<file path="config.mk">
export PLATFORM = sky130hd
export DESIGN_NAME = tlik_queue
export DESIGN_NICKNAME = d
export VERILOG_FILES = /design/src/rtl/tlik_pkg.sv /design/src/rtl/tlik_queue.sv
export SDC_FILE = /design/constraint.sdc
export NUM_CORES = 1
export LEC_CHECK = 0
export BUFFER_PORTS_ARGS = -buffer_cell sky130_fd_sc_hd__buf_2
export CAP_MARGIN = 40
export CORE_AREA = 2 2 212 298
export CTS_CLUSTER_SIZE = 14
export DETAILED_ROUTE_END_ITERATION = 8
export DIE_AREA = 0 0 214 300
export GPL_TIMING_DRIVEN = 0
export HOLD_SLACK_MARGIN = 0.03
export PLACE_DENSITY = 0.8
export SLEW_MARGIN = 20
export SYNTH_ARGS = -nofsm -noshare
export SYNTH_HDL_FRONTEND = slang
export SYNTH_SLANG_ARGS = --single-unit
</file>
<file path="constraint.sdc">
create_clock -name clk -period 14.7 [get_ports clk]
set_input_delay 2.94 -clock clk [delete_from_list [all_inputs] [get_ports clk]]
set_output_delay 2.94 -clock clk [all_outputs]
set_load 0.03 [all_outputs]
</file>
<file path="src/rtl/tlik_pkg.sv">
`default_nettype none
// ----------------------------------------------------------------------------
// tlik_pkg
// Shared widths, constants, the CORDIC step table and the request type that
// travels from the front end through the queue to the back end.
// ----------------------------------------------------------------------------
package tlik_pkg;

    // CORDIC and output angle format
    localparam int CORDIC_ITERATIONS = 16;
    localparam int ANGLE_FRAC_BITS   = 12;
    localparam int ANG_Q             = 30;
    localparam int ROUND_SH          = ANG_Q - ANGLE_FRAC_BITS;

    // field widths
    localparam int COORD_W   = 16;
    localparam int LEN_W     = 14;
    localparam int ANG_OUT_W = 16;
    localparam int CFG_IDX_W = 8;

    // internal datapath widths
    localparam int R2_W      = 2 * COORD_W;
    localparam int A_W       = R2_W + 2;
    localparam int MAG_W     = 32;
    localparam int D_W       = 2 * MAG_W;
    localparam int SQ_IN_W   = 62;
    localparam int SQ_OUT_W  = SQ_IN_W / 2;
    localparam int NORM_W    = 41;
    localparam int NORM_STAGES = 6;
    localparam int CX_W      = NORM_W + 3;
    localparam int ANG_W     = 35;
    localparam int CORDIC_LAT = NORM_STAGES + CORDIC_ITERATIONS;

    // request queue
    localparam int QUEUE_DEPTH = 4;
    localparam int QPTR_W      = $clog2(QUEUE_DEPTH);

    // register map
    localparam logic [CFG_IDX_W-1:0] REG_LINK1 = CFG_IDX_W'(0);
    localparam logic [CFG_IDX_W-1:0] REG_LINK2 = CFG_IDX_W'(1);
    localparam logic [LEN_W-1:0]     LINK1_RESET = LEN_W'(6778);
    localparam logic [LEN_W-1:0]     LINK2_RESET = LEN_W'(9907);

    // angle constants, Q30 radians
    localparam logic signed [ANG_W-1:0] PI_Q30      = ANG_W'(64'd3373259426);
    localparam logic signed [ANG_W-1:0] HALF_PI_Q30 = ANG_W'(64'd1686629713);

    // rounding and saturation of the output angles
    localparam logic signed [ANG_W:0] ROUND_HALF = (ANG_W+1)'(1) <<< (ROUND_SH - 1);
    localparam logic signed [ANG_W:0] OUT_MAX    = (ANG_W+1)'(2**(ANG_OUT_W-1) - 1);
    localparam logic signed [ANG_W:0] OUT_MIN    = -(ANG_W+1)'(2**(ANG_OUT_W-1));

    // atan(2^-i) in Q30
    localparam logic [31:0] ATAN_STEP [24] = '{
        32'h3243F6A8, 32'h1DAC6705, 32'h0FADBAFC, 32'h07F56EA6, 32'h03FEAB76,
        32'h01FFD55B, 32'h00FFFAAA, 32'h007FFF55, 32'h003FFFEA, 32'h001FFFFD,
        32'h000FFFFF, 32'h0007FFFF, 32'h0003FFFF, 32'h0001FFFF, 32'h0000FFFF,
        32'h00007FFF, 32'h00003FFF, 32'h00001FFF, 32'h00000FFF, 32'h000007FF,
        32'h000003FF, 32'h000001FF, 32'h000000FF, 32'h0000007F
    };

    // classified request from front end to back end
    typedef struct packed {
        logic [SQ_IN_W-1:0]        n_e;      // radicand for elbow acos
        logic [SQ_IN_W-1:0]        n_h;      // radicand for helper acos
        logic [MAG_W-1:0]          m_e;      // |numerator| elbow
        logic [MAG_W-1:0]          m_h;      // |numerator| helper
        logic                      neg_e;
        logic                      clamp_e;
        logic                      neg_h;
        logic                      clamp_h;
        logic                      bad;
        logic                      ref_pos;
        logic                      tilt_neg;
        logic [COORD_W-1:0]        ax;
        logic [COORD_W-1:0]        ay;
        logic signed [COORD_W-1:0] z;
    } tlik_item_t;

endpackage
`default_nettype wire

</file>
<file path="src/rtl/tlik_queue.sv">
`default_nettype none
// ----------------------------------------------------------------------------
// tlik_queue
// Short request queue between the front end and the back end.
// ----------------------------------------------------------------------------
module tlik_queue (
    input  logic                 clk,
    input  logic                 rst_n,
    input  logic                 push,
    input  tlik_pkg::tlik_item_t push_item,
    output logic                 full,
    input  logic                 pop,
    output logic                 empty,
    output tlik_pkg::tlik_item_t head
);
    import tlik_pkg::*;

    tlik_item_t        mem_reg [QUEUE_DEPTH];
    logic [QPTR_W-1:0] wr_ptr_reg, rd_ptr_reg;
    logic [QPTR_W:0]   count_reg;

    assign full  = (count_reg == (QPTR_W+1)'(QUEUE_DEPTH));
    assign empty = (count_reg == '0);
    assign head  = mem_reg[rd_ptr_reg];

    // storage
    always_ff @(posedge clk)
    begin
        if (push)
            mem_reg[wr_ptr_reg] <= push_item;
    end

    // pointers and fill level
    always_ff @(posedge clk or negedge rst_n)
    begin
        if (!rst_n)
        begin
            wr_ptr_reg <= '0;
            rd_ptr_reg <= '0;
            count_reg  <= '0;
        end
        else
        begin
            if (push)
                wr_ptr_reg <= wr_ptr_reg + 1'b1;
            if (pop)
                rd_ptr_reg <= rd_ptr_reg + 1'b1;
            if (push && !pop)
                count_reg <= count_reg + 1'b1;
            else if (pop && !push)
                count_reg <= count_reg - 1'b1;
        end
    end

endmodule
`default_nettype wire

</file>
==> metrics <==
Worst-path clk slew=roughly 0.060 ns; Starting DRT DRC Count=1398; pwr dens=218 nW/um^2; Max-cap violations=0; Hold Path Sink=wr_ptr_reg[0]$_DFFE_PN0P_; io pins=492; Rows=108; critical path class=reg -> out; outcome=finished, final reports clean; GRT Util Overall=24.3%; maximum vdd drop=0.159 mV; non-filler cells, final=2816; post-synthesis register bit count=979; YS warnings=0; initial antenna violation count=29; placed cell count=around 2600; vias=16600; worst slew pin tran=around 0.73 ns; biggest area consumer among synthesized cells=edfxtp_1; Leak=between 0.01 and 0.015 uW; H-tree Lvls=3; top-area cell type share of the netlist area=between 80% and 90%; DP HPWL=49.4 mm; RR Startpoint=wr_ptr_reg[1]$_DFFE_PN0P_; crit start category=flip-flop; flop2flop setup slack=12.42 ns; vias in the first global route=17900; Worst EP arrival=2.61 ns; die width=214 um; final worst-path cycle share=a little under two fifths; sequential fraction of the synthesis area=83.0%; DRC viols=0; critical path fanouts, max=10; Post-CTS Hold Buffers=0; Worst-Skew Late Latency=0.63 ns; Resized Gates After CTS=0; Slew headroom=51.0%; post-route setup TNS=0 ns; root buffer cell=clkbuf_16; post-route ant nets=0; max-slew violation count=0; Synth Flop Type=edfxtp_1; Pre-antenna DRT Iters=5; number of flip-flops in the largest register=972; largest net degree at the start of global routing=49; worst hold slack=0.541 ns; Port-buffer cells=approximately 490; DR WL/cell=approximately 27 um; Max Freq=0.180 GHz; Syn-to-layout area delta=19.2%; critical path required time=11.76 ns; layout net count=2164; post-route minimum period=between 5 and 6 ns; CTS tree=yes; first-pass GRT wire length=114 mm; share of cells above drive strength 1=47.0%; Multi-input gate area=approximately 5700 sq um; RSZ-0062 raised after global routing=no; design area=42200 sq um; Post-synth EDFFs=972; top cells by area, synth=edfxtp_1 83%, mux4_2 15%, dfrtp_1 0.50%; clk_skew=0.0173 ns; fill cell count=3619; critical path endpoint category=output port; Post-synth ARST share=0.715%; remaining global-route overflow=0; Hold Path Cell Cnt=1; Max clock buf depth=3; Post-CTS Setup Bufs=0; area of the mapped netlist=35400 sq um; vias per inst=5.88; final core utilization=68.6%; core area=61500 sq um; reg-to-reg endpoint=mem_reg[1][141]$_DFFE_PP_; register area=29400 sq um; CTS Sinks=979; Area after DPL=just under 40000 sq um; Cells after Synth=1303; Hold Vio Cnt, Final=0; top-count cell post-synth=edfxtp_1; worst-case reg-to-reg path depth=6; Final Setup Violations=0; GP Congestion=0.764; Starting Density=57.5%; Distinct cells, synth=19; Avg Inst Size Synth=27.2 sq um; chip height=300 um; top post-synthesis cells by count=972 x edfxtp_1, 243 x mux4_2, 28 x buf_2; Total Routed Length=77.2 mm; hold_sp=wr_ptr_reg[0]$_DFFE_PN0P_; min-delay worst type=reg -> reg; CTS Buf Count=87; syn nets=1556; DIE AREA=~64000 sq um
per-layer routing:
| layer | GRT usage, % | wire length, um | part of all wire, % |
|---|---|---|---|
| met5 | 0 | 142 | 0.18 |
| met1 | 28.7 | 26500 | 34 |
| met4 | 10.2 | 2950 | 3.8 |
| met3 | 6.60 | 6610 | 8.6 |
| met2 | 42.4 | 41100 | 53 |
worst max-delay path, stage by stage, from the launching register on:
cell and delay [ns]:
dfrtp_1 0.32, buf_2 0.29, buf_2 0.40, buf_2 0.38, mux4_2 0.38, buf_2 0.21
cell type report:
| cell class | count | area share [%] |
|---|---|---|
| diodes | 23 | 0.136 |
| well taps | 825 | 2.45 |
| flip-flops and latches | 979 | 69.6 |
| plain buffers | 54 | 0.777 |
| multi-input cells | 266 | 13.5 |
| clock buffers | 110 | 5.47 |
| inverters | 4 | 0.0356 |
| clock inverters | 36 | 0.780 |
| repair buffers | 519 | 7.26 |
worst max-delay path by stage:
stage                                   start                   endpoint  slack, ns  cells after the start
floorplan                                push    mem_reg[1][0]$_DFFE_PP_       5.63                      1
detailed placement  rd_ptr_reg[1]$_DFFE_PN0P_                  head[146]       9.73                      5
finish              rd_ptr_reg[1]$_DFFE_PN0P_                  head[121]       9.15                      5
global placement                         push  mem_reg[2][118]$_DFFE_PP_       1.19                      2
global route        rd_ptr_reg[0]$_DFFE_PN0P_                   head[21]       9.02                      4
CTS                 rd_ptr_reg[1]$_DFFE_PN0P_                  head[121]       9.02                      5
metrics by stage:
stage	total power, uW	setup WS (ns)
after floorplan	6190	5.63
after global placement	7220	1.19
after detailed placement	7140	9.73
after CTS	9310	9.02
after global routing	9530	9.02
final	9210	9.15
cells in the final DEF (no fill, tap or decap), types with 5 or more instances in the layout:
master and instances:
dfrtp_1 7, clkbuf_1 29, diode_2 23, buf_4 12, clkbuf_16 89, mux4_2 243, buf_6 7, buf_2 519
clkinv_1 14, buf_12 20, edfxtp_1 972, clkinv_2 10, buf_16 7, ha_1 5
logic make-up (layout without fill, tap and decap cells):
group           after synthesis  count (layout)  synth area share [%]
mux                         244             244                  15.5
flops                       979             979                  83.0
buf+inv                      58             723                 0.969
compound gates                1               1                0.0141
fa+ha+maj                     6               6                 0.233
other cells                   0              23                     0
simple gates                  9               9                 0.138
xor+xnor                      6               6                 0.149
report_power, final:
group	leakage (uW)	switching [uW]	internal [uW]
clock	0.00129	944	1180
combinational	0.00407	2140	1170
sequential	0.00901	128	3640
total	0.0144	3210	5990
(Power assumes the default switching activity.)
